## config.mk

```make
export PLATFORM = sky130hd
export DESIGN_NAME = chunked_body_decoder
export DESIGN_NICKNAME = d
export VERILOG_FILES = /design/src/design/cbd_pkg.sv /design/src/design/cbd_core.sv /design/src/design/chunked_body_decoder.sv
export SDC_FILE = /design/constraint.sdc
export NUM_CORES = 1
export LEC_CHECK = 0
export ABC_AREA = 1
export BUFFER_PORTS_ARGS = -buffer_cell sky130_fd_sc_hd__buf_2
export CAP_MARGIN = 25
export CORE_ASPECT_RATIO = 0.6
export CORE_UTILIZATION = 40
export DETAILED_ROUTE_END_ITERATION = 7
export SKIP_CTS_REPAIR_TIMING = 1
export SYNTH_ARGS = -nofsm -noshare
export SYNTH_HDL_FRONTEND = slang
export SYNTH_SLANG_ARGS = --single-unit
```

## constraint.sdc

```tcl
create_clock -name clk -period 4.33 [get_ports clk]
set_input_delay 0.866 -clock clk [delete_from_list [all_inputs] [get_ports clk]]
set_output_delay 0.866 -clock clk [all_outputs]
set_load 0.1 [all_outputs]
```

## src/design/cbd_pkg.sv

```systemverilog
package cbd_pkg;

    localparam int CBD_SIZE_BITS = 32;
    localparam int CBD_BODY_W    = 32;
    localparam int CBD_ERR_W     = 2;

    typedef struct packed {
        logic       action;
        logic [7:0] in_byte;
    } cbd_item_t;

    typedef struct packed {
        logic [CBD_BODY_W-1:0] body_length;
        logic [CBD_ERR_W-1:0]  error_status;
        logic                  message_done;
        logic                  out_valid;
        logic [7:0]            out_byte;
    } cbd_result_t;

endpackage

```

## src/design/cbd_core.sv

```systemverilog
module cbd_core
    import cbd_pkg::*;
#(
    parameter int SIZE_BITS = CBD_SIZE_BITS
)
(
    input  logic                  clk,
    input  logic                  rst_n,
    input  logic                  step,
    input  cbd_item_t             item,
    input  logic [CBD_BODY_W-1:0] max_body_size,
    output cbd_result_t           result
);

    localparam logic [2:0] PH_SIZE      = 3'd0;
    localparam logic [2:0] PH_SIZE_TAIL = 3'd1;
    localparam logic [2:0] PH_SIZE_EXT  = 3'd2;
    localparam logic [2:0] PH_DATA      = 3'd3;
    localparam logic [2:0] PH_DATA_END  = 3'd4;
    localparam logic [2:0] PH_DATA_CR   = 3'd5;
    localparam logic [2:0] PH_TRAILER   = 3'd6;
    localparam logic [2:0] PH_STOP      = 3'd7;

    localparam logic [CBD_ERR_W-1:0] ERR_NONE     = 2'd0;
    localparam logic [CBD_ERR_W-1:0] ERR_FORMAT   = 2'd1;
    localparam logic [CBD_ERR_W-1:0] ERR_TOOLARGE = 2'd2;

    localparam logic [7:0] CH_CR    = 8'h0D;
    localparam logic [7:0] CH_LF    = 8'h0A;
    localparam logic [7:0] CH_SP    = 8'h20;
    localparam logic [7:0] CH_TAB   = 8'h09;
    localparam logic [7:0] CH_SEMI  = 8'h3B;
    localparam logic [7:0] CH_COLON = 8'h3A;

    localparam int SUM_W = ((SIZE_BITS > CBD_BODY_W) ? SIZE_BITS : CBD_BODY_W) + 1;

    logic [2:0]            phase_reg, phase_next;
    logic [SIZE_BITS-1:0]  chunk_reg, chunk_next;
    logic [CBD_BODY_W-1:0] body_reg, body_next;
    logic [CBD_ERR_W-1:0]  err_reg, err_next;
    logic                  digits_reg, digits_next;
    logic                  bad_reg, bad_next;
    logic [1:0]            tlen_reg, tlen_next;
    logic                  tcr_reg, tcr_next;
    logic                  tcolon_reg, tcolon_next;

    logic [7:0]       c;
    logic             is_lf, is_cr, is_blank;
    logic [4:0]       hex;
    logic [SUM_W-1:0] size_sum;
    logic             too_large;
    logic [2:0]       fin_phase;
    logic [CBD_ERR_W-1:0] fin_err;
    logic             valid;

    // {ok, digit value}
    function automatic logic [4:0] hex_decode(input logic [7:0] ch);
        logic [4:0] r;
        r = 5'd0;
        if (ch >= 8'h30 && ch <= 8'h39)
            r = {1'b1, 4'(ch - 8'h30)};
        else if (ch >= 8'h61 && ch <= 8'h66)
            r = {1'b1, 4'(ch - 8'h57)};
        else if (ch >= 8'h41 && ch <= 8'h46)
            r = {1'b1, 4'(ch - 8'h37)};
        return r;
    endfunction

    assign c        = item.in_byte;
    assign is_lf    = (c == CH_LF);
    assign is_cr    = (c == CH_CR);
    assign is_blank = (c == CH_SP) || (c == CH_TAB) || is_cr;
    assign hex      = hex_decode(c);

    // chunk plus body so far against the limit, one wide add and compare
    assign size_sum  = SUM_W'(chunk_reg) + SUM_W'(body_reg);
    assign too_large = (max_body_size != '0) && (size_sum > SUM_W'(max_body_size));

    // outcome of a size line at its line feed
    always_comb
    begin
        fin_phase = PH_DATA;
        fin_err   = err_reg;
        priority if (bad_reg || !digits_reg)
        begin
            fin_phase = PH_STOP;
            fin_err   = ERR_FORMAT;
        end
        else if (chunk_reg == '0)
        begin
            fin_phase = PH_TRAILER;
        end
        else if (too_large)
        begin
            fin_phase = PH_STOP;
            fin_err   = ERR_TOOLARGE;
        end
        else
        begin
            fin_phase = PH_DATA;
        end
    end

    always_comb
    begin
        phase_next  = phase_reg;
        chunk_next  = chunk_reg;
        body_next   = body_reg;
        err_next    = err_reg;
        digits_next = digits_reg;
        bad_next    = bad_reg;
        tlen_next   = tlen_reg;
        tcr_next    = tcr_reg;
        tcolon_next = tcolon_reg;
        valid       = 1'b0;

        if (item.action)
        begin
            phase_next  = PH_SIZE;
            chunk_next  = '0;
            body_next   = '0;
            err_next    = ERR_NONE;
            digits_next = 1'b0;
            bad_next    = 1'b0;
            tlen_next   = 2'd0;
            tcr_next    = 1'b0;
            tcolon_next = 1'b0;
        end
        else
        begin
            unique case (phase_reg)
                PH_SIZE, PH_SIZE_TAIL:
                begin
                    if (is_lf)
                    begin
                        phase_next  = fin_phase;
                        err_next    = fin_err;
                        tlen_next   = 2'd0;
                        tcr_next    = 1'b0;
                        tcolon_next = 1'b0;
                    end
                    else if (c == CH_SEMI)
                        phase_next = PH_SIZE_EXT;
                    else if (is_blank)
                    begin
                        if (digits_reg)
                            phase_next = PH_SIZE_TAIL;
                    end
                    else if (!hex[4] || phase_reg == PH_SIZE_TAIL)
                        bad_next = 1'b1;
                    else
                    begin
                        digits_next = 1'b1;
                        if (!bad_reg)
                        begin
                            if (chunk_reg[SIZE_BITS-1 -: 4] != 4'd0)
                                bad_next = 1'b1;
                            else
                                chunk_next = {chunk_reg[SIZE_BITS-5:0], hex[3:0]};
                        end
                    end
                end
                PH_SIZE_EXT:
                begin
                    if (is_lf)
                    begin
                        phase_next  = fin_phase;
                        err_next    = fin_err;
                        tlen_next   = 2'd0;
                        tcr_next    = 1'b0;
                        tcolon_next = 1'b0;
                    end
                end
                PH_DATA:
                begin
                    valid      = 1'b1;
                    chunk_next = chunk_reg - SIZE_BITS'(1);
                    if (body_reg != '1)
                        body_next = body_reg + CBD_BODY_W'(1);
                    if (chunk_reg == SIZE_BITS'(1))
                        phase_next = PH_DATA_END;
                end
                PH_DATA_END, PH_DATA_CR:
                begin
                    if (is_cr && phase_reg == PH_DATA_END)
                        phase_next = PH_DATA_CR;
                    else if (is_lf)
                    begin
                        phase_next  = PH_SIZE;
                        chunk_next  = '0;
                        digits_next = 1'b0;
                        bad_next    = 1'b0;
                    end
                    else
                    begin
                        phase_next = PH_STOP;
                        err_next   = ERR_FORMAT;
                    end
                end
                PH_TRAILER:
                begin
                    if (is_lf)
                    begin
                        if (tlen_reg == 2'd0 || (tlen_reg == 2'd1 && tcr_reg))
                            phase_next = PH_STOP;
                        else if (!tcolon_reg)
                        begin
                            phase_next = PH_STOP;
                            err_next   = ERR_FORMAT;
                        end
                        else
                        begin
                            tlen_next   = 2'd0;
                            tcr_next    = 1'b0;
                            tcolon_next = 1'b0;
                        end
                    end
                    else
                    begin
                        if (tlen_reg == 2'd0)
                            tcr_next = is_cr;
                        if (tlen_reg != 2'd2)
                            tlen_next = tlen_reg + 2'd1;
                        if (c == CH_COLON)
                            tcolon_next = 1'b1;
                    end
                end
                PH_STOP:
                begin
                end
            endcase
        end
    end

    always_ff @(posedge clk or negedge rst_n)
    begin
        if (!rst_n)
        begin
            phase_reg  <= PH_SIZE;
            chunk_reg  <= '0;
            body_reg   <= '0;
            err_reg    <= ERR_NONE;
            digits_reg <= 1'b0;
            bad_reg    <= 1'b0;
            tlen_reg   <= 2'd0;
            tcr_reg    <= 1'b0;
            tcolon_reg <= 1'b0;
        end
        else if (step)
        begin
            phase_reg  <= phase_next;
            chunk_reg  <= chunk_next;
            body_reg   <= body_next;
            err_reg    <= err_next;
            digits_reg <= digits_next;
            bad_reg    <= bad_next;
            tlen_reg   <= tlen_next;
            tcr_reg    <= tcr_next;
            tcolon_reg <= tcolon_next;
        end
    end

    always_comb
    begin
        result.out_byte     = valid ? c : 8'd0;
        result.out_valid    = valid;
        result.message_done = (phase_next == PH_STOP) && (err_next == ERR_NONE);
        result.error_status = err_next;
        result.body_length  = body_next;
    end

    // payload only flows while the message is still open
    a_valid_open: assert property (@(posedge clk) disable iff (!rst_n)
        result.out_valid |-> (err_reg == ERR_NONE) && (phase_reg == PH_DATA))
        else $error("payload beat outside chunk data");

    // errors stay until a new message starts
    a_err_sticky: assert property (@(posedge clk) disable iff (!rst_n)
        (step && !item.action && err_reg != ERR_NONE) |=> (err_reg == $past(err_reg)))
        else $error("error status changed without start");

    // body count never drops inside a message
    a_body_mono: assert property (@(posedge clk) disable iff (!rst_n)
        (step && !item.action) |=> (body_reg >= $past(body_reg)))
        else $error("body count decreased");

    // data phase always has payload left
    a_data_left: assert property (@(posedge clk) disable iff (!rst_n)
        (phase_reg == PH_DATA) |-> (chunk_reg != '0))
        else $error("data phase with no bytes left");

    // an error always parks the decoder
    a_err_stop: assert property (@(posedge clk) disable iff (!rst_n)
        (err_reg != ERR_NONE) |-> (phase_reg == PH_STOP))
        else $error("error without stop");

endmodule

```

## src/design/chunked_body_decoder.sv

```systemverilog
// channel | dir | handshake          | contents
// s_*     | in  | s_tvalid/s_tready  | tdata: in_byte; tuser: action (start message)
// m_*     | out | m_tvalid/m_tready  | tdata: out_byte, message_done, error_status,
//         |     |                    |        body_length; tuser: out_valid
// cfg_*   | in  | cfg_valid/cfg_ready| cfg_data: max_body_size
//
// one byte per cycle sustained while the result side is not stalled; an input beat
// goes through the input register, then the decoder state update into the result register
// the state step is a single pass; its longest path is the chunk plus body add
// and compare against the body limit at the size line feed
// rst_n clears the decoder to the start of a size line and the limit to zero
// a stalled result holds; the input register still takes a beat behind it
module chunked_body_decoder
    import cbd_pkg::*;
#(
    parameter int SIZE_BITS = CBD_SIZE_BITS
)
(
    input  logic        clk,
    input  logic        rst_n,

    input  logic        s_tvalid,
    output logic        s_tready,
    input  logic [7:0]  s_tdata,   // [7:0] in_byte
    input  logic        s_tuser,   // [0] action

    output logic        m_tvalid,
    input  logic        m_tready,
    output logic [47:0] m_tdata,   // [7:0] out_byte, [8] message_done,
                                   // [10:9] error_status, [42:11] body_length
    output logic        m_tuser,   // [0] out_valid

    input  logic        cfg_valid,
    output logic        cfg_ready,
    input  logic [31:0] cfg_data   // max_body_size
);

    logic                  in_valid_reg;
    cbd_item_t             in_item_reg;
    logic                  out_valid_reg;
    cbd_result_t           out_result_reg;
    cbd_result_t           result;
    logic [CBD_BODY_W-1:0] max_body_reg;
    logic                  advance;
    logic                  step;

    assign advance   = !out_valid_reg || m_tready;
    assign step      = in_valid_reg && advance;
    assign s_tready  = !in_valid_reg || advance;
    assign cfg_ready = 1'b1;

    always_ff @(posedge clk or negedge rst_n)
    begin
        if (!rst_n)
        begin
            in_valid_reg  <= 1'b0;
            out_valid_reg <= 1'b0;
            max_body_reg  <= '0;
        end
        else
        begin
            if (s_tvalid && s_tready)
                in_valid_reg <= 1'b1;
            else if (step)
                in_valid_reg <= 1'b0;
            if (advance)
                out_valid_reg <= in_valid_reg;
            if (cfg_valid && cfg_ready)
                max_body_reg <= cfg_data;
        end
    end

    always_ff @(posedge clk)
    begin
        if (s_tvalid && s_tready)
        begin
            in_item_reg.action  <= s_tuser;
            in_item_reg.in_byte <= s_tdata;
        end
        if (step)
            out_result_reg <= result;
    end

    cbd_core #(
        .SIZE_BITS(SIZE_BITS)
    ) u_core (
        .clk          (clk),
        .rst_n        (rst_n),
        .step         (step),
        .item         (in_item_reg),
        .max_body_size(max_body_reg),
        .result       (result)
    );

    assign m_tvalid = out_valid_reg;
    assign m_tuser  = out_result_reg.out_valid;
    assign m_tdata  = {5'd0,
                       out_result_reg.body_length,
                       out_result_reg.error_status,
                       out_result_reg.message_done,
                       out_result_reg.out_byte};

endmodule

```

==> impl_results.md <==
- Synth area leader: dfrtp_1
- Placed Area: 12,400 sq um
- Worst-Skew Late Latency: 0.46 ns
- Diodes inserted: 0
- Core area: 27,760 sq um
- Hold_ws: 0.5197 ns
- Status: complete, but fails checks
- Share of cells above drive strength 1: 14.22%
- Die height: about 130 microns
- Top cells by count, synth: nand2_1 (318), inv_1 (208), nor2_1 (170), o21ai_0 (115), dfrtp_1 (109)
- Post-synth ARST share: 67.28%
- Critical path class: flop to flop
- DR pass1 iterations: 7
- Top_reg_cell synth: dfrtp_1
- Post-detail-place hpwl: 27,350 microns
- Fin. Hold Viols: 0
- R2r endpoint: m_tdata[8]
- Fmax: 0.2477 GHz
- Die ar.: 29,140 sq um
- Cells after synthesis: 1,513
- Sequential fraction of the synthesis area: 37.97%
- Routability Congestion: 0.9693
- CTS sink count: around 160
- Vias in the first global route: 9,806
- Mapped Area: about 11,000 sq um
- Crit end category: flop
- Via count: 10,730
- Total CTS buffers: 17
- I/O pin cnt: 98
- Area Growth Syn to Fin: 14.89%
- Die width: 219.7 microns
- Max reg flops: 43
- RR Startpoint: u_core.body_reg[0]
- Fin area: 13,070 sq um
- Worst vdd ir: 0.2833 mV
- Most used cell, CP: nand2_1
- Initial antenna violation count: 1
- Rows: 47
- CP required: 4.54 ns
- DRT Wirelength: between 30,000 and 40,000 microns
- Largest cells by area after synthesis: dfrtp_1 (24%), edfxtp_1 (14%), nand2_1 (10%)
- Maximum clock insertion buffer count: 2
- Reg clk slew, reported paths: 0.07 ns
- Pins Over Slew Limit: 0
- Post-synth cell types: 63
- CTS tree: built
- CP peak stage delay: 0.39 ns
- Reg2Reg Depth: 32
- Worst hold path type: flop to flop
- Pwr/cell area: 482.0 nW/um^2
- First-pass GRT wire length: 54,500 microns
- Final net count: about 1,700
- Slowest CP cell: fa_1
- Vias per Instance: 5.351
- Relative slew slack: 35.52%
- Grt ovf: 0
- Period utilization: ~93%
- Min cycle time layout: 4.037 ns
- Final WS setup: 0.2928 ns
- Largest net degree at the start of global routing: 79
- Share of the synthesized area in the top cell type: a little under a quarter
- Top-count cell post-synth: nand2_1
- Drt initial violations: 1,024
- Avg WL per Cell: between 15 and 20 microns
- Hold path cells: 2
- Worst Max-Slew Pin Slew: 0.9661 ns
- Worst setup SP type: flop
- Synth Warn #: 0
- Post-synth EDFFs: between 50 and 60
- Final Skew: 0.01585 ns
- Leak Pwr: 6.412 nW
- # port buffers: about 90
- R2R Setup Slk: ~0.29 ns
- GRT Total Usage: 24.52%
- H-tree depth: 4
- Root Driver: clkbuf_16
- Seq cells post-synth: approximately 160
- Synthesized area per cell: 7.519 sq um
- Failing checks: DRC
- CP Max Fanout: 3
- Count of final setup violators: 0
- Initial Util: slightly above 40%
- Worst slack, placed: -0.04690 ns
- Drc violations: 7
- Max Cap Viol: 0
- Final ANT Viol Nets: 0
- Hold path start: u_core.err_reg[1]
- Crit path DAT: roughly 4.3 ns
- WHS Endpoint: u_core.err_reg[1]
-- cells in the final DEF (no fill, tap or decap), types with 11 or more instances in the layout --
| cell type | instances |
|---|---|
| inv_1 | 207 |
| edfxtp_1 | 53 |
| nand4_1 | 32 |
| nor3_1 | 22 |
| nand2_1 | 317 |
| xor2_1 | 36 |
| ha_1 | 73 |
| nor4_1 | 18 |
| o21ai_0 | 110 |
| nor2_1 | 168 |
| o22ai_1 | 11 |
| xnor2_1 | 12 |
| dfrtp_1 | 106 |
| buf_4 | 41 |
| clkbuf_16 | 17 |
| buf_2 | 90 |
| o21ai_1 | 16 |
| a21oi_1 | 71 |
| inv_2 | 17 |
| nand3_1 | 71 |
-- worst max path at each step --
stage,depth (start not counted),startpoint,endpoint,slack [ns]
2_1_floorplan,26,u_core.body_reg[2],m_tdata[8],0.59
4_1_cts,24,u_core.body_reg[2],m_tdata[8],-0.08
3_5_place_dp,24,u_core.body_reg[2],m_tdata[8],-0.05
6_report,32,u_core.body_reg[0],m_tdata[8],0.29
3_3_place_gp,26,u_core.body_reg[2],m_tdata[8],0.03
5_1_grt,32,u_core.body_reg[0],m_tdata[8],-0.01
-- worst max-delay path: cells and delay by family, from the launching register on --
family,cells,cell delay (ns)
and+or+nand+nor,21,1.66
AOI/OAI and AO/OA,4,0.59
xor gates and xnor gates,1,0.16
buffers and inverters,3,0.18
adders and majority gates,3,0.82
DFF,1,0.37
-- per-layer routing --
layer / vias up / share of wire [%] / GRT usage, %
li1: 5271 / - / -
met1: 5058 / 51 / 38.59
met2: 361 / 39 / 32.33
met3: 37 / 8.6 / 6.690
met4: 2 / 1.5 / 5.824
met5: - / 0.037 / 0
-- logic make-up (layout without fill, tap and decap cells) --
group,count (synthesis),in the layout,synth area share (%)
AND/OR/NAND/NOR,664,664,25.46
XOR/XNOR,48,48,3.696
multiplexers,2,2,0.1870
AO/OA/AOI/OAI,290,290,14.96
flip-flops,162,162,37.97
buffers and inverters,269,390,9.239
adder cells (fa/ha/maj),76,76,8.425
other,2,6,0.06602
-- power breakdown --
part / total [mW] / internal [mW] / leakage, nW / switching [mW]
combinational: 2.80 / 0.825 / 4.17 / 1.98
clock: 1.49 / 0.798 / 0.275 / 0.688
sequential: 2.01 / 1.79 / 1.97 / 0.223
total: 6.30 / 3.41 / 6.41 / 2.89
-- area by class of cell --
type                            count  area [sq um]
Inverter                          226         849.6
Sequential cell                   162          4323
Tap cell                          367         459.2
Clock inverter                     14         131.4
Multi-Input combinational cell   1086          6100
Fill cell                        2808         14690
Clock buffer                       18         429.2
Timing Repair Buffer              132         778.2
-- stage by stage --
stage          total power [mW]  utilization [%]  TNS (ns)  cells
2_1_floorplan             4.085                -         0   1517
3_5_place_dp              4.780            44.69  -0.04690   1970
5_1_grt                   6.703            47.09  -0.01334   2005
4_1_cts                   6.291            46.71  -0.08384   2002
6_report                  6.300            47.09         0   2005
3_3_place_gp              4.754            44.69         0   1970
Note: power is estimated with default switching activity, not from simulation.
